**config.mk**
```make
export PLATFORM = sky130hd
export DESIGN_NAME = ps2_mouse_packet_decoder
export DESIGN_NICKNAME = d
export VERILOG_FILES = /design/src/hw/rtl/ps2md_pkg.sv /design/src/hw/rtl/ps2md_front.sv /design/src/hw/rtl/ps2md_fifo.sv /design/src/hw/rtl/ps2md_back.sv /design/src/hw/rtl/ps2_mouse_packet_decoder.sv
export SDC_FILE = /design/constraint.sdc
export NUM_CORES = 1
export LEC_CHECK = 0
export BUFFER_PORTS_ARGS = -buffer_cell sky130_fd_sc_hd__buf_4
export CORE_MARGIN = 1
export CORE_UTILIZATION = 28
export DETAILED_ROUTE_END_ITERATION = 8
export HOLD_SLACK_MARGIN = 0.12
export SYNTH_ARGS = -nofsm -noshare
export SYNTH_HDL_FRONTEND = slang
export SYNTH_SLANG_ARGS = --single-unit
```
**constraint.sdc**
```tcl
create_clock -name i_clk -period 8.7 [get_ports i_clk]
set_input_delay 0.435 -clock i_clk [delete_from_list [all_inputs] [get_ports i_clk]]
set_output_delay 0.435 -clock i_clk [all_outputs]
set_load 0.01 [all_outputs]
```
**src/hw/rtl/ps2md_pkg.sv**
```systemverilog
package ps2md_pkg;

    localparam int unsigned BYTE_W    = 8;
    localparam int unsigned CFG_W     = 12;
    localparam int unsigned CFG_IDX_W = 2;
    localparam int unsigned OUT_POS_W = 12;
    localparam int unsigned BTN_W     = 3;
    localparam int unsigned DX_W      = 9;
    localparam int unsigned DY_W      = 10;

    localparam logic [CFG_IDX_W-1:0] CFG_MAX_POS_X = 2'd0;
    localparam logic [CFG_IDX_W-1:0] CFG_MAX_POS_Y = 2'd1;

    localparam logic [CFG_W-1:0] MAX_POS_X_RESET = 12'd1280;
    localparam logic [CFG_W-1:0] MAX_POS_Y_RESET = 12'd780;

    // head byte bit positions
    localparam int unsigned HEAD_SYNC_BIT  = 3;
    localparam int unsigned HEAD_XSIGN_BIT = 4;
    localparam int unsigned HEAD_YSIGN_BIT = 5;
    localparam int unsigned HEAD_XOVF_BIT  = 6;
    localparam int unsigned HEAD_YOVF_BIT  = 7;

    localparam int unsigned Q_DEPTH = 2;
    localparam int unsigned Q_PTR_W = 1;
    localparam int unsigned Q_CNT_W = 2;

    typedef enum logic [1:0] {
        PH_HEAD = 2'd0,
        PH_X    = 2'd1,
        PH_Y    = 2'd2
    } t_phase;

    typedef struct packed {
        logic [BYTE_W-1:0] head;
        logic [BYTE_W-1:0] x;
        logic [BYTE_W-1:0] y;
    } t_packet;

    typedef struct packed {
        logic                 we;
        logic [CFG_IDX_W-1:0] idx;
        logic [CFG_W-1:0]     data;
    } t_cfg_wr;

endpackage

```
**src/hw/rtl/ps2md_front.sv**
```systemverilog
module ps2md_front (
    input  logic                      i_clk,
    input  logic                      i_rst_n,
    input  logic                      i_push,
    input  logic [7:0]                i_rx_byte,
    input  logic                      i_q_full,
    output logic                      o_full,
    output logic                      o_q_push,
    output ps2md_pkg::t_packet        o_q_data
);
    import ps2md_pkg::*;

    t_phase            r_phase, n_phase;
    logic [BYTE_W-1:0] r_head, n_head;
    logic [BYTE_W-1:0] r_xb, n_xb;
    logic              accept;

    assign accept = i_push && !i_q_full;
    assign o_full = i_q_full;

    // next state
    always_comb begin
        n_phase = r_phase;
        n_head  = r_head;
        n_xb    = r_xb;
        if (accept) begin
            unique case (r_phase)
                PH_X: begin
                    n_xb    = i_rx_byte;
                    n_phase = PH_Y;
                end
                PH_Y: begin
                    n_phase = PH_HEAD;
                end
                default: begin
                    n_head  = i_rx_byte;
                    n_phase = i_rx_byte[HEAD_SYNC_BIT] ? PH_X : PH_HEAD;
                end
            endcase
        end
    end

    // outputs
    always_comb begin
        o_q_push      = 1'b0;
        o_q_data.head = r_head;
        o_q_data.x    = r_xb;
        o_q_data.y    = i_rx_byte;
        unique case (r_phase)
            PH_Y:    o_q_push = accept;
            default: o_q_push = 1'b0;
        endcase
    end

    always_ff @(posedge i_clk) begin
        if (!i_rst_n) begin
            r_phase <= PH_HEAD;
            r_head  <= '0;
            r_xb    <= '0;
        end else begin
            r_phase <= n_phase;
            r_head  <= n_head;
            r_xb    <= n_xb;
        end
    end

endmodule

```
**src/hw/rtl/ps2md_fifo.sv**
```systemverilog
module ps2md_fifo (
    input  logic                 i_clk,
    input  logic                 i_rst_n,
    input  logic                 i_push,
    input  ps2md_pkg::t_packet   i_data,
    output logic                 o_full,
    input  logic                 i_pop,
    output logic                 o_empty,
    output ps2md_pkg::t_packet   o_data
);
    import ps2md_pkg::*;

    t_packet              r_mem [Q_DEPTH];
    logic [Q_PTR_W-1:0]   r_wr_ptr, n_wr_ptr;
    logic [Q_PTR_W-1:0]   r_rd_ptr, n_rd_ptr;
    logic [Q_CNT_W-1:0]   r_cnt, n_cnt;
    logic                 do_wr, do_rd;

    assign o_full  = (r_cnt == Q_CNT_W'(Q_DEPTH));
    assign o_empty = (r_cnt == '0);
    assign o_data  = r_mem[r_rd_ptr];
    assign do_wr   = i_push && !o_full;
    assign do_rd   = i_pop && !o_empty;

    always_comb begin
        n_wr_ptr = r_wr_ptr;
        n_rd_ptr = r_rd_ptr;
        n_cnt    = r_cnt;
        if (do_wr) begin
            n_wr_ptr = (r_wr_ptr == Q_PTR_W'(Q_DEPTH - 1)) ? '0 : r_wr_ptr + 1'b1;
        end
        if (do_rd) begin
            n_rd_ptr = (r_rd_ptr == Q_PTR_W'(Q_DEPTH - 1)) ? '0 : r_rd_ptr + 1'b1;
        end
        if (do_wr && !do_rd) begin
            n_cnt = r_cnt + 1'b1;
        end else if (do_rd && !do_wr) begin
            n_cnt = r_cnt - 1'b1;
        end
    end

    always_ff @(posedge i_clk) begin
        if (!i_rst_n) begin
            r_wr_ptr <= '0;
            r_rd_ptr <= '0;
            r_cnt    <= '0;
        end else begin
            r_wr_ptr <= n_wr_ptr;
            r_rd_ptr <= n_rd_ptr;
            r_cnt    <= n_cnt;
        end
    end

    always_ff @(posedge i_clk) begin
        if (do_wr) begin
            r_mem[r_wr_ptr] <= i_data;
        end
    end

endmodule

```
**src/hw/rtl/ps2md_back.sv**
```systemverilog
module ps2md_back #(
    parameter int unsigned POS_WIDTH = 12
) (
    input  logic                  i_clk,
    input  logic                  i_rst_n,
    input  ps2md_pkg::t_cfg_wr    i_cfg,
    input  logic                  i_q_empty,
    input  ps2md_pkg::t_packet    i_q_data,
    output logic                  o_q_pop,
    input  logic                  i_pop,
    output logic                  o_empty,
    output logic signed [8:0]     o_delta_x,
    output logic signed [9:0]     o_delta_y,
    output logic [11:0]           o_pos_x,
    output logic [11:0]           o_pos_y,
    output logic [2:0]            o_button_bits,
    output logic                  o_moved,
    output logic                  o_buttons_changed,
    output logic                  o_overflowed
);
    import ps2md_pkg::*;

    localparam int unsigned SUM_W = POS_WIDTH + 2;

    logic [CFG_W-1:0]         r_max_x, r_max_y;
    logic [POS_WIDTH-1:0]     r_cur_x, r_cur_y, n_cur_x, n_cur_y;
    logic [BTN_W-1:0]         r_last_btn;
    logic                     r_out_valid, n_out_valid;

    logic signed [DX_W-1:0]   r_dx;
    logic signed [DY_W-1:0]   r_dy;
    logic [BTN_W-1:0]         r_btn;
    logic                     r_moved, r_changed, r_ovf;

    logic                     take;
    logic                     ovf, moved;
    logic signed [DX_W-1:0]   dx_raw, dy_raw, dx;
    logic signed [DY_W-1:0]   dy;
    logic [BTN_W-1:0]         btn;
    logic [SUM_W-1:0]         lim_x, lim_y;
    logic signed [SUM_W-1:0]  sum_x, sum_y;

    function automatic logic [POS_WIDTH-1:0] clamp(
        input logic signed [SUM_W-1:0] s,
        input logic [SUM_W-1:0]        lim
    );
        logic [SUM_W-1:0] v;
        begin
            if (s < 0) begin
                v = '0;
            end else if (s > $signed(lim)) begin
                v = lim;
            end else begin
                v = s;
            end
            clamp = v[POS_WIDTH-1:0];
        end
    endfunction

    // cursor limit seen in cursor width
    generate
        if (POS_WIDTH >= CFG_W) begin : g_lim_wide
            assign lim_x = SUM_W'(r_max_x);
            assign lim_y = SUM_W'(r_max_y);
        end else begin : g_lim_narrow
            assign lim_x = SUM_W'(r_max_x[POS_WIDTH-1:0]);
            assign lim_y = SUM_W'(r_max_y[POS_WIDTH-1:0]);
        end
    endgenerate

    assign take    = !i_q_empty && (!r_out_valid || i_pop);
    assign o_q_pop = take;
    assign o_empty = !r_out_valid;

    always_comb begin
        dx_raw = $signed({i_q_data.head[HEAD_XSIGN_BIT], i_q_data.x});
        dy_raw = $signed({i_q_data.head[HEAD_YSIGN_BIT], i_q_data.y});
        ovf    = i_q_data.head[HEAD_XOVF_BIT] | i_q_data.head[HEAD_YOVF_BIT];
        dx     = ovf ? '0 : dx_raw;
        dy     = ovf ? '0 : -DY_W'(dy_raw);
        moved  = (dx != '0) || (dy != '0);
        btn    = i_q_data.head[BTN_W-1:0];
        sum_x  = $signed(SUM_W'(r_cur_x)) + SUM_W'(dx);
        sum_y  = $signed(SUM_W'(r_cur_y)) + SUM_W'(dy);
        n_cur_x = r_cur_x;
        n_cur_y = r_cur_y;
        if (moved) begin
            n_cur_x = clamp(sum_x, lim_x);
            n_cur_y = clamp(sum_y, lim_y);
        end
        n_out_valid = r_out_valid;
        if (take) begin
            n_out_valid = 1'b1;
        end else if (i_pop) begin
            n_out_valid = 1'b0;
        end
    end

    always_ff @(posedge i_clk) begin
        if (!i_rst_n) begin
            r_max_x     <= MAX_POS_X_RESET;
            r_max_y     <= MAX_POS_Y_RESET;
            r_cur_x     <= '0;
            r_cur_y     <= '0;
            r_last_btn  <= '0;
            r_out_valid <= 1'b0;
        end else begin
            if (i_cfg.we && i_cfg.idx == CFG_MAX_POS_X) begin
                r_max_x <= i_cfg.data;
            end else if (i_cfg.we && i_cfg.idx == CFG_MAX_POS_Y) begin
                r_max_y <= i_cfg.data;
            end
            if (take) begin
                r_cur_x    <= n_cur_x;
                r_cur_y    <= n_cur_y;
                r_last_btn <= btn;
            end
            r_out_valid <= n_out_valid;
        end
    end

    // result word
    always_ff @(posedge i_clk) begin
        if (take) begin
            r_dx      <= dx;
            r_dy      <= dy;
            r_btn     <= btn;
            r_moved   <= moved;
            r_changed <= (btn != r_last_btn);
            r_ovf     <= ovf;
        end
    end

    assign o_delta_x         = r_dx;
    assign o_delta_y         = r_dy;
    assign o_pos_x           = OUT_POS_W'(r_cur_x);
    assign o_pos_y           = OUT_POS_W'(r_cur_y);
    assign o_button_bits     = r_btn;
    assign o_moved           = r_moved;
    assign o_buttons_changed = r_changed;
    assign o_overflowed      = r_ovf;

endmodule

```
**src/hw/rtl/ps2_mouse_packet_decoder.sv**
```systemverilog
// Decodes the byte stream of a three-byte PS/2 mouse into one word per packet.
// Bytes are pushed one per clock while full is low, with no gaps needed
// between packets; a byte with bit 3 clear while a head byte is expected is
// dropped to regain packet sync. The third byte of a packet produces a word
// holding the 9-bit X and 10-bit Y deltas (zero on overflow, Y negated to
// screen direction), the cursor position clamped to 0..max_pos_x/max_pos_y,
// the buttons and the moved, buttons-changed and overflow flags. The cursor
// moves only on a nonzero move, so a lowered maximum takes effect at the next
// move. A word passes through the two-entry packet queue and then the one-word
// output register before it can be popped; these let input continue while
// results wait, and full rises only when both are occupied. Write max_pos_x
// (index 0) and max_pos_y (index 1) only while no packet is in flight.
module ps2_mouse_packet_decoder #(
    parameter int unsigned POS_WIDTH = 12
) (
    input  logic                 i_clk,
    input  logic                 i_rst_n,
    input  logic                 i_cfg_we,
    input  logic [1:0]           i_cfg_idx,
    input  logic [11:0]          i_cfg_data,
    input  logic                 push,
    output logic                 full,
    input  logic [7:0]           i_rx_byte,
    output logic                 empty,
    input  logic                 pop,
    output logic signed [8:0]    o_delta_x,
    output logic signed [9:0]    o_delta_y,
    output logic [11:0]          o_pos_x,
    output logic [11:0]          o_pos_y,
    output logic [2:0]           o_button_bits,
    output logic                 o_moved,
    output logic                 o_buttons_changed,
    output logic                 o_overflowed
);
    import ps2md_pkg::*;

    t_cfg_wr cfg;
    t_packet q_wr_data, q_rd_data;
    logic    q_push, q_full, q_pop, q_empty;

    assign cfg.we   = i_cfg_we;
    assign cfg.idx  = i_cfg_idx;
    assign cfg.data = i_cfg_data;

    ps2md_front u_front (
        .i_clk     (i_clk),
        .i_rst_n   (i_rst_n),
        .i_push    (push),
        .i_rx_byte (i_rx_byte),
        .i_q_full  (q_full),
        .o_full    (full),
        .o_q_push  (q_push),
        .o_q_data  (q_wr_data)
    );

    ps2md_fifo u_fifo (
        .i_clk   (i_clk),
        .i_rst_n (i_rst_n),
        .i_push  (q_push),
        .i_data  (q_wr_data),
        .o_full  (q_full),
        .i_pop   (q_pop),
        .o_empty (q_empty),
        .o_data  (q_rd_data)
    );

    ps2md_back #(
        .POS_WIDTH (POS_WIDTH)
    ) u_back (
        .i_clk             (i_clk),
        .i_rst_n           (i_rst_n),
        .i_cfg             (cfg),
        .i_q_empty         (q_empty),
        .i_q_data          (q_rd_data),
        .o_q_pop           (q_pop),
        .i_pop             (pop),
        .o_empty           (empty),
        .o_delta_x         (o_delta_x),
        .o_delta_y         (o_delta_y),
        .o_pos_x           (o_pos_x),
        .o_pos_y           (o_pos_y),
        .o_button_bits     (o_button_bits),
        .o_moved           (o_moved),
        .o_buttons_changed (o_buttons_changed),
        .o_overflowed      (o_overflowed)
    );

endmodule
```
==> results.md <==
- Broken down by cell family, the worst path's largest delay share belongs to compound AO/OA/AOI/OAI gates.
- The smallest clock period supported by the final layout is computed as 5.50 ns.
- TritonCTS created 17 clock buffers.
- The number of flops mapped to enable cells by yosys is 71.
- The core footprint is 0.0270 mm².
- CTS placed an instance of sky130_fd_sc_hd__clkbuf_16 at the clock tree root.
- Based on the critical path, the design can be clocked at up to 0.182 GHz.
- For this configuration, the core starts out at a cell density of 0.286.
- The synthesized netlist occupies a cell area of 0.00771 mm².
- The delay of the slowest cell on the worst path is 0.69 ns.
- The number of antenna diodes in the final layout is 0.
- The total number of vias is 5664.
- At the end of routability-driven placement, the weighted congestion stood at 0.849.
- For the worst setup path, the data required time is 9.01 ns.
- In this run the power density over the cells is 256 mW/mm².
- After detailed routing, the number of remaining DRC violations is 0.
- The worst setup path is of the flip-flop to flip-flop kind.
- Together, buffers and inverters on the worst path number 1.
- For this run, the detailed router's first-pass iteration total came to 5.
- In the synthesized netlist the dominant register cell turns out to be sky130_fd_sc_hd__dfxtp_1.
- The fraction of layout instances using a drive strength above 1 is 0.172.
- Clock tree synthesis found a total of 145 sinks.
- The via count of the first global-routing pass came to 5432.
- The total negative slack for setup checks is 0 ns.
- The filler cells instantiated in the layout total 2720.
- The number of maximum-capacitance violations is 0.
- The CTS tree is built.
- The library cell used most frequently in the layout, excluding fill and tap cells, is sky130_fd_sc_hd__nand2_1.
- The total global-route track usage is 0.132.
- The number of port buffers is 77.
- In this run the worst path has a maximum fanout of 43.
- The kind of end point of the critical path is a flip-flop.
- The final-report max-slew violation count came to 0.
- In the layout the commonest cells are 95 x sky130_fd_sc_hd__nand2_1, 82 x sky130_fd_sc_hd__buf_4, 74 x sky130_fd_sc_hd__dfxtp_1, 71 x sky130_fd_sc_hd__edfxtp_1, 55 x sky130_fd_sc_hd__ha_1.
- The die covers 0.0282 mm².
- The overflow left after global routing is 0.
- The post-detailed-route via-to-cell ratio is 4.80.
- Compared with the post-synthesis result, the final layout area differs by 19.6%.
- The final critical-path share of the clock period is 0.632.
- Dividing the detail-routed wire length by the instance count gives 15.5 µm.
- IR analysis of the VDD net gives a maximum drop of 0.000156 V.
- For this run, the register share of the synthesized area comes to 0.469.
- The post-CTS clock slew at the launch and capture registers of the worst setup and hold paths is 0.06 ns.
- The clock latency of the later-clocked register in the worst-skew pair is 0.43 ns.
- For this run, the post-layout net count is 909.
- The number of failing hold endpoints at the final stage is 0.
- The sum of routed wire length over all layers is 18.3 mm.
- Among all stages on the critical path, the largest delay is contributed by sky130_fd_sc_hd__or3_1.
- The flip-flop and latch count after synthesis is 145.
- Synthesis produced a netlist with a net count of 834.
- The H-tree level count is 4.
- The first global-routing pass estimated 29.0 mm of wire.
- The netlist uses 71 different library cells.
- Setup repair after global routing left no endpoint under its margin.
- The utilization of the core after routing is 0.342.
- The signal on the critical path passes through buf_4 -> mux2i_1 -> ha_1 -> nor4bb_1 -> o211ai_1 -> a21oi_1 -> ha_1 -> o2111ai_1 -> nand4_1 -> a31o_2 -> a21oi_1 -> xnor2_1 -> ha_1 -> a21oi_1 -> nand2_1 -> a211oi_1 -> a21oi_1 -> or3_1 -> mux2i_1 -> o21ai_1.
- Among the stages of the critical path, the cell type that occurs most often is sky130_fd_sc_hd__a21oi_1.
- In this run, post-CTS hold repair placed 0 buffers.
- Once placement completed, the tool counted placed cells totaling 1147.
- At the pin with the least slew margin, the transition time is 1.10 ns.
- Each instance of the synthesized netlist takes up on average 10.3 µm².
- Excluding fillers, the count of instances in the completed layout stands at 1179.
- Measured against its own limit, the worst slew margin works out to 0.268.
- The total setup buffers inserted after CTS is 0.
- For this block, the initial DRC count from the detailed router was 384.
- The total of cells resized after clock tree synthesis is 0.
- The arrival time of data at the critical path endpoint is 5.81 ns.
- The vertical die dimension is 168 µm.
- For this run, asynchronously set or reset flops after synthesis account for 0.
- Once detail routing completed, the nets flagged for antenna violations numbered 0.
- The initial antenna violation count is 0.
- The post-synthesis cell count is 750.
- The type of the tightest min-delay check is primary input to flip-flop.
- The flow ran to the end, and the final reports show no timing, DRC or antenna violations.
- The clock passes through at most 2 buffers.
- The number of warnings reported in the yosys synthesis log is 0.
- STA classifies the critical path startpoint as a flip-flop.
- Hold timing on the final database bottoms out at a slack of 0.242 ns.
- Setup violations remaining at the end of the flow were counted as 0.
- On the final layout, the worst clock skew is 0.00970 ns.
- 78 I/O pins were placed.
- Entering global routing, the biggest net connects 53 pins.
- The initialized floorplan defines 60 standard-cell rows.
- The width of the die is 168 µm.
- The half-perimeter wire length after placement is 13.6 mm.
- The leakage dissipation is 3.61 nW.
==> kinds of logic after synthesis <==
family          share of synthesized area
mux                                0.0594
flops                               0.469
xor+xnor                           0.0352
compound gates                      0.143
fa+ha+maj                          0.0945
simple gates                        0.156
buf+inv                            0.0432
==> per-layer routing <==
metal,vias up,part of all wire,track usage
met2,130,0.45,0.206
met4,0,0.015,0.0423
met3,17,0.050,0.0303
li1,2854,-,-
met1,2663,0.49,0.181
met5,-,0,0
==> flip-flops by register name, summed over array words and instances (netlist names), named ones only <==
name,flops
u_back.r_out_valid,1
u_back.o_button_bits,3
u_fifo.r_rd_ptr,1
u_back.o_moved,1
u_back.r_last_btn,3
u_back.o_pos_x,12
u_fifo.r_cnt,2
u_front.r_head,7
u_front.r_phase,2
u_back.o_delta_y,10
u_front.r_xb,8
u_fifo.r_wr_ptr,1
u_back.r_max_y,12
u_back.o_pos_y,12
u_back.o_buttons_changed,1
u_back.r_max_x,12
u_back.o_overflowed,1
u_fifo.r_mem,46
u_back.o_delta_x,9
==> per-stage QoR <==
stage,total power [mW],instance area (µm²),setup WS [ns]
detailed placement,1.62,8590,3.28
global placement,1.61,8590,3.37
floorplan,1.40,7710,3.21
finish,2.36,9220,3.20
CTS,2.39,9220,3.23
global route,2.50,9220,2.61
==> final timing paths <==
check / from / slack, ns / cells past startpoint / to
max: flip-flop / 3.20 / 20 / u_back.o_pos_y[10]
min: i_rx_byte[5] / 0.24 / 1 / u_fifo.r_mem[1][5]
max reg2reg: flip-flop / 3.20 / 20 / u_back.o_pos_y[10]
min reg2reg: u_front.r_xb[1] / 0.46 / 0 / u_fifo.r_mem[1][9]
==> cell type report <==
| type | count | area, µm² | share of cell area |
|---|---|---|---|
| multi-input combinational | 533 | 3760 | 0.408 |
| tap | 341 | 427 | 0.0463 |
| inverter | 46 | 175 | 0.0190 |
| clock buffer | 20 | 479 | 0.0520 |
| timing repair buffer | 82 | 616 | 0.0668 |
| clock inverter | 12 | 144 | 0.0156 |
| sequential | 145 | 3610 | 0.392 |
==> synth_stat cells (7+ instances only) <==
cell	n	share of area
sky130_fd_sc_hd__a21boi_0	34	0.033
sky130_fd_sc_hd__a21oi_1	21	0.014
sky130_fd_sc_hd__clkbuf_1	16	0.0078
sky130_fd_sc_hd__dfxtp_1	74	0.19
sky130_fd_sc_hd__edfxtp_1	71	0.28
sky130_fd_sc_hd__ha_1	55	0.089
sky130_fd_sc_hd__inv_1	45	0.022
sky130_fd_sc_hd__mux2i_1	39	0.051
sky130_fd_sc_hd__nand2_1	95	0.046
sky130_fd_sc_hd__nand3_1	22	0.014
sky130_fd_sc_hd__nor2_1	50	0.024
sky130_fd_sc_hd__nor2b_1	9	0.0073
sky130_fd_sc_hd__nor3_1	10	0.0065
sky130_fd_sc_hd__o211ai_1	7	0.0068
sky130_fd_sc_hd__o21a_1	7	0.0068
sky130_fd_sc_hd__o21ai_0	14	0.0091
sky130_fd_sc_hd__o21ai_1	17	0.011
sky130_fd_sc_hd__o21ai_2	10	0.011
sky130_fd_sc_hd__xnor2_1	22	0.025
sky130_fd_sc_hd__xor2_1	9	0.010
==> report_power, final <==
| part | switching, mW | leakage (nW) | internal, mW |
|---|---|---|---|
| Sequential | 0.0520 | 1.26 | 0.822 |
| Clock | 0.304 | 0.303 | 0.463 |
| Combinational | 0.420 | 2.04 | 0.303 |
Note: power is estimated with default switching activity, not from simulation.
